## src/rtl/brf_pkg.sv

```systemverilog
package brf_pkg;

	localparam int DEF_STORE_DEPTH = 256;
	localparam int DEF_MAX_BURST   = 64;
	localparam int RING_LEN_CAP    = 256;
	localparam int CMDQ_DEPTH      = 2;
	localparam int RESQ_DEPTH      = 4;

	localparam logic [2:0] REQ_WRITE   = 3'd0;
	localparam logic [2:0] REQ_READ    = 3'd1;
	localparam logic [2:0] REQ_PEEK    = 3'd2;
	localparam logic [2:0] REQ_PEEK_AT = 3'd3;
	localparam logic [2:0] REQ_CLEAR   = 3'd4;

	localparam logic [1:0] ST_OK    = 2'd0;
	localparam logic [1:0] ST_FULL  = 2'd1;
	localparam logic [1:0] ST_EMPTY = 2'd2;
	localparam logic [1:0] ST_RANGE = 2'd3;

	typedef enum logic [2:0] {
		KIND_WRITE   = 3'd0,
		KIND_READ    = 3'd1,
		KIND_PEEK    = 3'd2,
		KIND_PEEK_AT = 3'd3,
		KIND_CLEAR   = 3'd4
	} brf_kind_t;

	typedef struct packed {
		logic [2:0] req_type;
		logic [7:0] write_data;
		logic [6:0] burst_len;
		logic [7:0] peek_offset;
	} brf_req_t;

	typedef struct packed {
		logic [7:0] read_data;
		logic       data_valid;
		logic [1:0] status;
		logic       last;
		logic [7:0] used_count;
		logic [7:0] free_count;
	} brf_rsp_t;

	// classified request handed from front to back
	typedef struct packed {
		brf_kind_t  kind;
		logic [7:0] write_data;
		logic [6:0] burst_len;   // already capped at the max burst
		logic       zero_len;
		logic [7:0] peek_offset;
	} brf_cmd_t;

endpackage

```

## src/rtl/brf_front.sv

```systemverilog
module brf_front #(
	parameter int MAX_BURST = brf_pkg::DEF_MAX_BURST
) (
	input  logic              clk,
	input  logic              arst_n,
	input  logic              push,
	output logic              full,
	input  brf_pkg::brf_req_t req,
	output logic              cmd_valid,
	output brf_pkg::brf_cmd_t cmd,
	input  logic              cmd_pop
);

	localparam int QD  = brf_pkg::CMDQ_DEPTH;
	localparam int QAW = (QD > 1) ? $clog2(QD) : 1;
	localparam int QCW = $clog2(QD + 1);

	brf_pkg::brf_cmd_t q_q [QD];
	logic [QAW-1:0]    wr_ptr_q, rd_ptr_q;
	logic [QCW-1:0]    cnt_q;

	brf_pkg::brf_cmd_t cls;
	logic              known;
	logic              do_push, do_pop;

	// classify: cap burst length, flag zero length, drop unused codes
	always_comb begin
		known           = (req.req_type <= brf_pkg::REQ_CLEAR);
		cls.kind        = brf_pkg::brf_kind_t'(req.req_type);
		cls.write_data  = req.write_data;
		cls.burst_len   = (32'(req.burst_len) > MAX_BURST) ? 7'(MAX_BURST) : req.burst_len;
		cls.zero_len    = (req.burst_len == 7'd0);
		cls.peek_offset = req.peek_offset;
	end

	assign full      = (cnt_q == QCW'(QD));
	assign cmd_valid = (cnt_q != '0);
	assign cmd       = q_q[rd_ptr_q];
	assign do_push   = push && !full && known;
	assign do_pop    = cmd_pop && cmd_valid;

	always_ff @(posedge clk) begin
		if (do_push) q_q[wr_ptr_q] <= cls;
	end

	always_ff @(posedge clk or negedge arst_n) begin
		if (!arst_n) begin
			wr_ptr_q <= '0;
			rd_ptr_q <= '0;
			cnt_q    <= '0;
		end else begin
			if (do_push) wr_ptr_q <= (32'(wr_ptr_q) == QD - 1) ? '0 : wr_ptr_q + 1'b1;
			if (do_pop)  rd_ptr_q <= (32'(rd_ptr_q) == QD - 1) ? '0 : rd_ptr_q + 1'b1;
			if (do_push && !do_pop)      cnt_q <= cnt_q + 1'b1;
			else if (do_pop && !do_push) cnt_q <= cnt_q - 1'b1;
		end
	end

endmodule

```

## src/rtl/brf_resq.sv

```systemverilog
module brf_resq #(
	parameter int DEPTH = brf_pkg::RESQ_DEPTH
) (
	input  logic                       clk,
	input  logic                       arst_n,
	input  logic                       wr_en,
	input  brf_pkg::brf_rsp_t          wr_data,
	output logic                       empty,
	input  logic                       pop,
	output brf_pkg::brf_rsp_t          rsp,
	output logic [$clog2(DEPTH+1)-1:0] level
);

	localparam int AW = (DEPTH > 1) ? $clog2(DEPTH) : 1;
	localparam int CW = $clog2(DEPTH + 1);

	brf_pkg::brf_rsp_t q_q [DEPTH];
	logic [AW-1:0]     wr_ptr_q, rd_ptr_q;
	logic [CW-1:0]     cnt_q;
	logic              do_pop;

	assign empty  = (cnt_q == '0);
	assign rsp    = q_q[rd_ptr_q];
	assign level  = cnt_q;
	assign do_pop = pop && !empty;

	always_ff @(posedge clk) begin
		if (wr_en) q_q[wr_ptr_q] <= wr_data;
	end

	// writer never overruns: the back end reserves a slot before issuing
	always_ff @(posedge clk or negedge arst_n) begin
		if (!arst_n) begin
			wr_ptr_q <= '0;
			rd_ptr_q <= '0;
			cnt_q    <= '0;
		end else begin
			if (wr_en)  wr_ptr_q <= (32'(wr_ptr_q) == DEPTH - 1) ? '0 : wr_ptr_q + 1'b1;
			if (do_pop) rd_ptr_q <= (32'(rd_ptr_q) == DEPTH - 1) ? '0 : rd_ptr_q + 1'b1;
			if (wr_en && !do_pop)      cnt_q <= cnt_q + 1'b1;
			else if (do_pop && !wr_en) cnt_q <= cnt_q - 1'b1;
		end
	end

endmodule

```

## src/rtl/brf_back.sv

```systemverilog
module brf_back #(
	parameter int STORE_DEPTH = brf_pkg::DEF_STORE_DEPTH
) (
	input  logic                                   clk,
	input  logic                                   arst_n,
	input  logic                                   cfg_wr_en,
	input  logic [8:0]                             cfg_wr_data,
	input  logic                                   cmd_valid,
	input  brf_pkg::brf_cmd_t                      cmd,
	output logic                                   cmd_pop,
	input  logic [$clog2(brf_pkg::RESQ_DEPTH+1)-1:0] resq_level,
	output logic                                   res_wr,
	output brf_pkg::brf_rsp_t                      res
);

	localparam int LEN_MAX = (STORE_DEPTH < brf_pkg::RING_LEN_CAP) ?
		STORE_DEPTH : brf_pkg::RING_LEN_CAP;
	localparam int AW = $clog2(LEN_MAX);

	// ring state
	logic [8:0] len_q;
	logic [7:0] head_q, tail_q, fill_q;
	// burst in progress
	logic       busy_q, rmv_q;
	logic [7:0] pos_q;
	logic [6:0] rem_q;
	// result stage
	logic       valid_s2, use_mem_s2, last_s2;
	logic [1:0] status_s2;
	logic [7:0] used_s2, free_s2, rdata_s2;

	logic [7:0] mem [LEN_MAX];

	logic       room, issue, use_mem, last, do_step, step_rmv;
	logic [1:0] status;
	logic [7:0] raddr, step_pos, step_nxt, n_start;
	logic [6:0] step_rem;
	logic       mem_we;
	logic [8:0] sum, cfg_len;
	logic [7:0] head_n, tail_n, fill_n, pos_n;
	logic [6:0] rem_n;
	logic       busy_n, rmv_n;

	function automatic logic [7:0] wrap_inc(input logic [7:0] p, input logic [8:0] l);
		logic [8:0] s;
		s = {1'b0, p} + 9'd1;
		return (s >= l) ? 8'd0 : s[7:0];
	endfunction

	// reserve a result-queue slot for the item about to enter the result stage
	assign room = (32'(resq_level) + 32'(valid_s2)) < brf_pkg::RESQ_DEPTH;

	always_comb begin
		if (cfg_wr_data < 9'd2)                cfg_len = 9'd2;
		else if (32'(cfg_wr_data) > LEN_MAX)   cfg_len = 9'(LEN_MAX);
		else                                   cfg_len = cfg_wr_data;
	end

	always_comb begin
		cmd_pop  = 1'b0;
		issue    = 1'b0;
		use_mem  = 1'b0;
		last     = 1'b1;
		status   = brf_pkg::ST_OK;
		mem_we   = 1'b0;
		raddr    = head_q;
		do_step  = 1'b0;
		step_pos = pos_q;
		step_rem = rem_q;
		step_rmv = rmv_q;
		step_nxt = 8'd0;
		n_start  = 8'd0;
		sum      = 9'd0;
		head_n   = head_q;
		tail_n   = tail_q;
		fill_n   = fill_q;
		pos_n    = pos_q;
		rem_n    = rem_q;
		busy_n   = busy_q;
		rmv_n    = rmv_q;

		if (busy_q) begin
			do_step = room;
		end else if (cmd_valid && room) begin
			cmd_pop = 1'b1;
			case (cmd.kind)
				brf_pkg::KIND_WRITE: begin
					issue = 1'b1;
					if ({1'b0, fill_q} < len_q - 9'd1) begin
						mem_we = 1'b1;
						tail_n = wrap_inc(tail_q, len_q);
						fill_n = fill_q + 8'd1;
					end else begin
						status = brf_pkg::ST_FULL;
					end
				end
				brf_pkg::KIND_READ, brf_pkg::KIND_PEEK: begin
					if (cmd.zero_len || fill_q == 8'd0) begin
						issue  = 1'b1;
						status = brf_pkg::ST_EMPTY;
					end else begin
						n_start  = ({1'b0, cmd.burst_len} > fill_q) ? fill_q
							: {1'b0, cmd.burst_len};
						do_step  = 1'b1;
						step_pos = head_q;
						step_rem = n_start[6:0];
						step_rmv = (cmd.kind == brf_pkg::KIND_READ);
					end
				end
				brf_pkg::KIND_PEEK_AT: begin
					issue = 1'b1;
					if (cmd.peek_offset >= fill_q) begin
						status = brf_pkg::ST_RANGE;
					end else begin
						sum = {1'b0, head_q} + {1'b0, cmd.peek_offset};
						if (sum >= len_q) sum = sum - len_q;
						raddr   = sum[7:0];
						use_mem = 1'b1;
					end
				end
				brf_pkg::KIND_CLEAR: begin
					issue  = 1'b1;
					head_n = 8'd0;
					tail_n = 8'd0;
					fill_n = 8'd0;
				end
				default: begin
					issue = 1'b0;
				end
			endcase
		end

		// one byte of a burst
		if (do_step) begin
			step_nxt = wrap_inc(step_pos, len_q);
			raddr    = step_pos;
			use_mem  = 1'b1;
			issue    = 1'b1;
			last     = (step_rem == 7'd1);
			if (step_rmv) begin
				head_n = step_nxt;
				fill_n = fill_q - 8'd1;
			end
			pos_n  = step_nxt;
			rem_n  = step_rem - 7'd1;
			busy_n = (step_rem != 7'd1);
			rmv_n  = step_rmv;
		end
	end

	always_ff @(posedge clk) begin
		if (mem_we) mem[tail_q[AW-1:0]] <= cmd.write_data;
		rdata_s2 <= mem[raddr[AW-1:0]];
	end

	always_ff @(posedge clk or negedge arst_n) begin
		if (!arst_n) begin
			len_q    <= 9'(LEN_MAX);
			head_q   <= '0;
			tail_q   <= '0;
			fill_q   <= '0;
			busy_q   <= 1'b0;
			rmv_q    <= 1'b0;
			pos_q    <= '0;
			rem_q    <= '0;
			valid_s2 <= 1'b0;
		end else begin
			valid_s2 <= issue;
			if (cfg_wr_en) begin
				len_q  <= cfg_len;
				head_q <= '0;
				tail_q <= '0;
				fill_q <= '0;
			end else begin
				head_q <= head_n;
				tail_q <= tail_n;
				fill_q <= fill_n;
			end
			busy_q <= busy_n;
			rmv_q  <= rmv_n;
			pos_q  <= pos_n;
			rem_q  <= rem_n;
		end
	end

	always_ff @(posedge clk) begin
		if (issue) begin
			use_mem_s2 <= use_mem;
			status_s2  <= status;
			last_s2    <= last;
			used_s2    <= fill_n;
			free_s2    <= 8'(len_q - {1'b0, fill_n} - 9'd1);
		end
	end

	assign res_wr         = valid_s2;
	assign res.read_data  = use_mem_s2 ? rdata_s2 : 8'd0;
	assign res.data_valid = use_mem_s2;
	assign res.status     = status_s2;
	assign res.last       = last_s2;
	assign res.used_count = used_s2;
	assign res.free_count = free_s2;

endmodule

```

## src/rtl/byte_ring_fifo_with_peek.sv

```systemverilog
// Byte ring FIFO with burst read, burst peek and peek at an offset. Requests
// go in through a queue-style port (push/full) and results come out through
// another (empty/pop); each request of a known type yields one result, except
// a read or peek burst that returns bytes, which yields one result per byte
// returned, with last marking the final one; requests with unused type codes
// are dropped. Every result carries the used and free counts after it.
// Throughput is one result per cycle while the result queue has room: the
// back end handles one write, clear, peek at offset, failed burst or burst
// byte at a time, and takes no new command until a burst is done. When
// nothing stalls, the transfer loads the command queue, the back end takes
// the command and loads the result stage and memory read register, and the
// result stage then writes the result queue.
// The ring length register holds 2 to 256 slots (saturated, and capped at
// STORE_DEPTH); writing it empties the ring and must only be done while the
// block is idle. No clearing pass is needed after reset.
module byte_ring_fifo_with_peek #(
	parameter int STORE_DEPTH = brf_pkg::DEF_STORE_DEPTH,
	parameter int MAX_BURST   = brf_pkg::DEF_MAX_BURST
) (
	input  logic              clk,
	input  logic              arst_n,
	// request side
	input  logic              push,
	output logic              full,
	input  brf_pkg::brf_req_t req,
	// result side
	output logic              empty,
	input  logic              pop,
	output brf_pkg::brf_rsp_t rsp,
	// ring length register
	input  logic              cfg_wr_en,
	input  logic [8:0]        cfg_wr_data
);

	logic                                     cmd_valid, cmd_pop;
	brf_pkg::brf_cmd_t                        cmd;
	logic                                     res_wr;
	brf_pkg::brf_rsp_t                        res;
	logic [$clog2(brf_pkg::RESQ_DEPTH+1)-1:0] resq_level;

	// front: takes each transfer, classifies it, buffers it
	brf_front #(
		.MAX_BURST (MAX_BURST)
	) u_front (
		.clk       (clk),
		.arst_n    (arst_n),
		.push      (push),
		.full      (full),
		.req       (req),
		.cmd_valid (cmd_valid),
		.cmd       (cmd),
		.cmd_pop   (cmd_pop)
	);

	// back: ring state, byte store, burst sequencing
	brf_back #(
		.STORE_DEPTH (STORE_DEPTH)
	) u_back (
		.clk         (clk),
		.arst_n      (arst_n),
		.cfg_wr_en   (cfg_wr_en),
		.cfg_wr_data (cfg_wr_data),
		.cmd_valid   (cmd_valid),
		.cmd         (cmd),
		.cmd_pop     (cmd_pop),
		.resq_level  (resq_level),
		.res_wr      (res_wr),
		.res         (res)
	);

	// results wait here until popped; back end stalls on its own when it fills
	brf_resq #(
		.DEPTH (brf_pkg::RESQ_DEPTH)
	) u_resq (
		.clk     (clk),
		.arst_n  (arst_n),
		.wr_en   (res_wr),
		.wr_data (res),
		.empty   (empty),
		.pop     (pop),
		.rsp     (rsp),
		.level   (resq_level)
	);

endmodule
```

## config.mk

```make
export PLATFORM = sky130hd
export DESIGN_NAME = byte_ring_fifo_with_peek
export DESIGN_NICKNAME = d
export VERILOG_FILES = /design/src/rtl/brf_pkg.sv /design/src/rtl/brf_front.sv /design/src/rtl/brf_resq.sv /design/src/rtl/brf_back.sv /design/src/rtl/byte_ring_fifo_with_peek.sv
export SDC_FILE = /design/constraint.sdc
export NUM_CORES = 2
export LEC_CHECK = 0
export ABC_AREA = 1
export BUFFER_PORTS_ARGS = -buffer_cell sky130_fd_sc_hd__buf_2
export CORE_MARGIN = 2
export CORE_UTILIZATION = 60
export CTS_BUF_LIST = sky130_fd_sc_hd__clkbuf_2 sky130_fd_sc_hd__clkbuf_4 sky130_fd_sc_hd__clkbuf_8
export DETAILED_ROUTE_END_ITERATION = 10
export HOLD_SLACK_MARGIN = 0.02
export PLACE_DENSITY = 0.77
export RECOVER_POWER = 50
export SYNTH_ARGS = -nofsm -noshare
export SYNTH_HDL_FRONTEND = slang
export SYNTH_SLANG_ARGS = --single-unit
```

## constraint.sdc

```tcl
create_clock -name clk -period 5.55 [get_ports clk]
set_input_delay 1.3875 -clock clk [delete_from_list [all_inputs] [get_ports clk]]
set_output_delay 1.3875 -clock clk [all_outputs]
set_load 0.01 [all_outputs]
```

# ---- Word level (Yosys, flattened, before mapping)
# Memories as Yosys holds them, arrays and structs flattened. A register that Yosys moved wholly into a read port is not among the register bits.
# Cells that the tools add are included.
dict set report totals {
  reg_bits 82
  mem_bits_rw 2214
  inputBits 40
  output_inout_bits 30
  elab_cells 174
  memories 3
}
dict set report classes {
  n_addsub 19
  order_cmp 11
  n_eq_ne 11
  n_mux 80
  bitwise 1
  n_reduce_logical 29
}
# memory words width rd rd_clocked_by_memory_dff write_ports line
set mem_list {}
lappend mem_list {u_back.mem 256 8 1 1 1 brf_back.sv:32} ;# logic [7:0] mem [LEN_MAX];
lappend mem_list {u_resq.q_q 4 28 1 0 1 brf_resq.sv:17} ;# brf_pkg::brf_rsp_t q_q [DEPTH];
lappend mem_list {u_front.q_q 2 27 1 0 1 brf_front.sv:18} ;# brf_pkg::brf_cmd_t q_q [QD];
# cell count
set op_table {}
lappend op_table {{$mux W8} 29}
lappend op_table {{$mux W7} 6}
lappend op_table {{$lt A32 B3 Y1 const B} 1}
lappend op_table {{$pmux W8 S2} 2}
lappend op_table {{$mux W1} 31}
lappend op_table {{$ge A9 B9 Y1} 3}
lappend op_table {{$add A8 B1 Y9 const B} 2}
lappend op_table {{$mux W9} 2}
lappend op_table {{$sub A8 B1 Y8 const B} 2}
lappend op_table {{$sub A8 B8 Y8} 2}
lappend op_table {{$mux W2} 6}
lappend op_table {{$add A8 B8 Y9} 1}
lappend op_table {{$gt A9 B9 Y1 const B} 1}
lappend op_table {{$logic_and A1 B1 Y1} 9}
lappend op_table {{$lt A8 B9 Y1} 1}
lappend op_table {{$lt A9 B2 Y1 const B} 1}
lappend op_table {{$sub A9 B1 Y9 const B} 1}
lappend op_table {{$add A8 B1 Y8 const B} 1}
lappend op_table {{$ge A8 B8 Y1} 1}
lappend op_table {{$gt A7 B8 Y1} 1}
lappend op_table {{$logic_not A8 Y1} 1}
lappend op_table {{$reduce_bool A2 Y1} 4}
lappend op_table {{$eq A7 B1 Y1 const B} 1}
lappend op_table {{$gt A7 B7 Y1 const B} 1}
lappend op_table {{other kinds (27)} 41}

# ---- Longest topological paths before layout
dict set report logic_depth {
  word_depth 12
  mapped_depth 40
}

# ---- Cells and area by module
# From an unflattened synthesis, not the netlist that was laid out.
dict set report hier_totals {
  cells_unflattened 9416
  hier_area_um2 102853.6
}
# module n_inst cells_each area_per_inst_um2 seq_area_each_um2
set modules_own_cells {}
lappend modules_own_cells {brf_back 1 8849 95507.8 63537.2}
lappend modules_own_cells {brf_resq 1 381 5052.3 3538.4}
lappend modules_own_cells {brf_front 1 186 2293.4 1721.7}

# ---- Worst setup path after synthesis
# Ideal clock, no wire load.
dict set report synth_path {
  path_kind {register to register}
  from {reg u_front.rd_ptr_q}
  to {mem u_back.mem[0][4], data pin}
  t_arrival_ps 4237
  required_ps 4728
  slack_ps 491
  path_stages_with_launch 7
  path_buffers 3
  synth_period_minus_slack_ps 5059
  path_cell_list {dfrtp_1 buf_6 inv_6 clkbuf_1 buf_1 nand2_1 nand2_1}
}
# item line
set synth_rtl {}
lappend synth_rtl {{start, declared} brf_front.sv:19} ;# logic [QAW-1:0] wr_ptr_q, rd_ptr_q;
lappend synth_rtl {{start signal, assigned} brf_front.sv:53} ;# if (do_pop) rd_ptr_q <= (32'(rd_ptr_q) == QD - 1) ? '0 : rd_ptr_q + 1'b1;
lappend synth_rtl {{end, declared} brf_back.sv:32}

# ---- Final worst setup path
dict set report layout_path {
  from {reg u_front.rd_ptr_q}
  to {reg u_back.rdata_s2[3], read port of u_back.mem}
}
dict set report layout_between {
  elab_chain_cells 9
  word_cells_on_any_way 24
  classes_between {add/sub (2); order compare (2); eq/ne (3); mux (14); reduce/logical (2); memory (1)}
}
# item line
set layout_lines {}
lappend layout_lines {{$mem_v2 Z2 W27 *} -}
lappend layout_lines {{$add A8 B8 Y9} brf_back.sv:115} ;# sum = {1'b0, head_q} + {1'b0, cmd.peek_offset};
lappend layout_lines {{$sub A8 B8 Y8 / $ge A9 B9 Y1 (equally long branches)} brf_back.sv:116} ;# if (sum >= len_q) sum = sum - len_q;
lappend layout_lines {{$mux W8} brf_back.sv:116}
lappend layout_lines {{$mux W8} brf_back.sv:112} ;# if (cmd.peek_offset >= fill_q) begin
lappend layout_lines {{$mux W8} brf_back.sv:86} ;# case (cmd.kind)
lappend layout_lines {{$mux W8} brf_back.sv:84} ;# end else if (cmd_valid && room) begin
lappend layout_lines {{$mux W8} brf_back.sv:82} ;# if (busy_q) begin
lappend layout_lines {{$mux W8 *} brf_back.sv:134} ;# if (do_step) begin
lappend layout_lines {{end, declared} brf_back.sv:30} ;# logic [7:0] used_s2, free_s2, rdata_s2;
# Mark *: on every way between the ends. The rest lies on a longest branch, timed or not.
# A chain may end at the register's enable or synchronous reset.

==> flow_metrics.tcl <==
set metrics [dict create \
    place_area_mm2 0.107 \
    hp-class "reg2reg" \
    synthDistinctLibCells 54 \
    pwr-share-clk_pct 23.4 \
    fin_worst_skew_ns 0.111 \
    via_per_inst 6.15 \
    grt_use_total_pct 32.4 \
    violations "max-capacitance violations, max-slew violations" \
    fin_crit_sh_pct 95.6 \
    critPathMostFrequentCell "nand3_1" \
    numCtsBuffers 383 \
    antenna_found_initial 11 \
    initial_utilization_pct 60.5 \
    syn_area_mm2 0.103 \
    syn_avg_cell_area_um2 11.0 \
    worst_pin_slew_ns 3.14 \
    design.core.area_mm2 0.170 \
    setup_viol 0 \
    nFillCells 11900 \
    synth_flop_cell "edfxtp_1" \
    drive_above_1_share_pct 11.4 \
    grt_pass1_vias 71200 \
    maxSlewHeadroom_pct -109 \
    die_h_um 418 \
    nNetsFinal 9702 \
    cp_slowest_cell "dfrtp_2" \
    synth_cells 9363 \
    cts_buffer_depth 4 \
    io_pins 70 \
    gp_congestion 0.967 \
    seqPwrFrac_pct 36.4 \
    fin_tns_setup_ns 0 \
    drt_iter0_drc 11900 \
    h-tree-depth 5 \
    clock_latency_ns 1.14 \
    dieArea_mm2 0.175 \
    worst_slack_ns 0.244 \
    peakVddDrop_uv 708 \
    status "complete, but fails checks" \
    finalCriticalPeriod_ns 5.31 \
    worstPathRequired_ns 6.49 \
    layoutNonFillerInstCount 12100 \
    grt_max_degree 175 \
    maxSlewViolCount 2210 \
    cp_top_family "simple AND/OR/NAND/NOR gates" \
    mostFrequentLayoutCells "edfxtp_1 (2234), nand3_1 (1971), nand2_1 (1866)" \
    hold_viol_final 0 \
    wirelength_um 291000 \
    crit_fanout 20 \
    crit_type "reg2reg" \
    crit_path_end_kind "flip-flop" \
    yosys_warnings 0 \
    place_ws_ns -0.236 \
    vias 74200 \
    power.internal_mw 37.6 \
    clk_pin_slew_worst_paths_ns 0.06 \
    drc 0 \
    final_cell_area_mm2 0.115 \
    synth_edf_count 2234 \
    die_w_um 418 \
    final_common_cell "edfxtp_1" \
    numPortBuffers 69 \
    ys_seq_area_share_pct 67.0 \
    ys_async_sr_fraction_pct 2.69 \
    synth_nets 9489 \
    swShare_pct 39.5 \
    crit_buf_inv 9 \
    cts_hold_buf 0 \
    max_freq_ghz 0.188 \
    drv_cap 36 \
    grt.overflow.total 0 \
    dp_cells 11400 \
    power_mw 62.1 \
    synth-seq-cells 2304 \
    rows 151 \
    cp.arrival_ns 6.25 \
    slowest_delay_ns 0.44 \
    grt_first_pass_wirelength_um 427000 \
    p_comb_share_pct 40.2 \
    leakagePower_nw 44.1 \
    seq_area_mm2 0.0688 \
    areaGrowthSynthToFinish_pct 12.1 \
    multi_input_area_mm2 0.0278 \
    p_sw_mw 24.5 \
    cts_tree "yes" \
    detail-route-antenna-nets 0 \
    place_hpwl_um 173000 \
    wire_per_inst_um 24.1 \
    cts-root-buf "clkbuf_8" \
    first_pass_iters 7 \
    clock_sinks 2304 \
    power.density_mw_per_mm2 540 \
    critPathLaunchType "flip-flop" \
]
==> power by group through the flow <==
stage / combinational (mW) / sequential, mW / clock, mW
after floorplan: 14.3 / 23.2 / 0
after global placement: 23.2 / 22.6 / 0
after detailed placement: 23.6 / 22.7 / 0
after CTS: 23.8 / 22.3 / 14.6
after global routing: 26.6 / 22.7 / 15.3
final: 25.0 / 22.6 / 14.5
==> layout make-up <==
cell class / instances / share of cell area (%)
diodes: 8 / 0.0174
well taps: 2218 / 2.41
repair buffers: 451 / 4.17
inverters: 988 / 3.26
multi-input cells: 5448 / 24.1
flip-flops and latches: 2304 / 59.8
clock buffers: 505 / 5.42
clock inverters: 149 / 0.848
==> worst paths after layout <==
check | startpoint | end | slack [ns] | cells past startpoint
min in group asynchronous | arst_n | u_resq.rd_ptr_q[1] | 0.67 | 1
max in group asynchronous | arst_n | u_back.len_q[0] | 1.67 | 2
worst max register to register | u_front.rd_ptr_q | u_back.rdata_s2[3] | 0.24 | 37
worst min-delay path | u_back.used_s2[5] | u_resq.q_q[0][13] | 0.42 | 0
worst max-delay path | u_front.rd_ptr_q | u_back.rdata_s2[3] | 0.24 | 37
worst min register to register | u_back.used_s2[5] | u_resq.q_q[0][13] | 0.42 | 0
==> cell usage after synthesis, drive strengths merged (3+ instances only) <==
cell type / count / share of area (%)
nand2: 1883 / 6.9
o22ai: 33 / 0.20
ha: 82 / 1.0
nor4: 7 / 0.043
clkbuf: 148 / 0.54
or2: 10 / 0.061
nand3: 2046 / 10
o21bai: 5 / 0.040
dfrtp: 61 / 1.5
a21oi: 60 / 0.29
a21o: 4 / 0.029
fa: 4 / 0.078
nor3: 11 / 0.054
dfxtp: 8 / 0.16
o21ai: 129 / 0.65
o211ai: 121 / 0.88
xor2: 28 / 0.24
inv: 987 / 3.6
buf: 475 / 2.4
o21a: 3 / 0.022
nand3b: 565 / 4.1
a31oi: 5 / 0.030
xnor2: 7 / 0.060
nand4: 17 / 0.12
nor2: 412 / 1.5
o41ai: 5 / 0.043
edfxtp: 2234 / 65
==> sequential cells by signal (all words and copies together) (netlist names), 2 cells and up <==
| register | count |
|---|---|
| u_back.rdata_s2 | 8 |
| u_back.head_q | 8 |
| u_back.len_q | 9 |
| u_resq.level | 3 |
| u_back.fill_q | 8 |
| u_back.pos_q | 8 |
| u_resq.rd_ptr_q | 2 |
| u_back.free_s2 | 8 |
| u_front.q_q | 54 |
| u_back.used_s2 | 8 |
| u_resq.q_q | 112 |
| u_back.rem_q | 7 |
| u_back.mem | 2048 |
| u_resq.wr_ptr_q | 2 |
| u_front.cnt_q | 2 |
| u_back.status_s2 | 2 |
| u_back.tail_q | 8 |
==> metal layers <==
layer	track usage [%]	routed length, µm
met2	49.8	133000
met1	44.0	107000
met4	16.1	14300
met3	7.15	35600
met5	0	31
==> stage by stage <==
stage          util, %  hold slack (ns)
2_1_floorplan        -            0.442
3_3_place_gp      63.1            0.456
3_5_place_dp      63.1            0.470
4_1_cts           67.5            0.235
5_1_grt           67.8            0.442
6_report          67.9            0.416
==> what timing repair did <==
action | CTS | global route
pin swaps | 1 | 11
buffers inserted | 1 | 10
endpoints found under the setup margin | 8 | 9
resized for setup | 15 | 133
gates cloned | 2 | 12
==> logic make-up after synthesis <==
| family | Yosys count | share of synthesized area, % |
|---|---|---|
| compound gates | 372 | 2.24 |
| xor+xnor | 35 | 0.298 |
| fa+ha+maj | 86 | 1.08 |
| buf+inv | 1611 | 6.54 |
| flops | 2304 | 67.0 |
| mux | 3 | 0.0305 |
| simple gates | 4952 | 22.8 |
No activity file was read; power rests on OpenSTA's default activity.
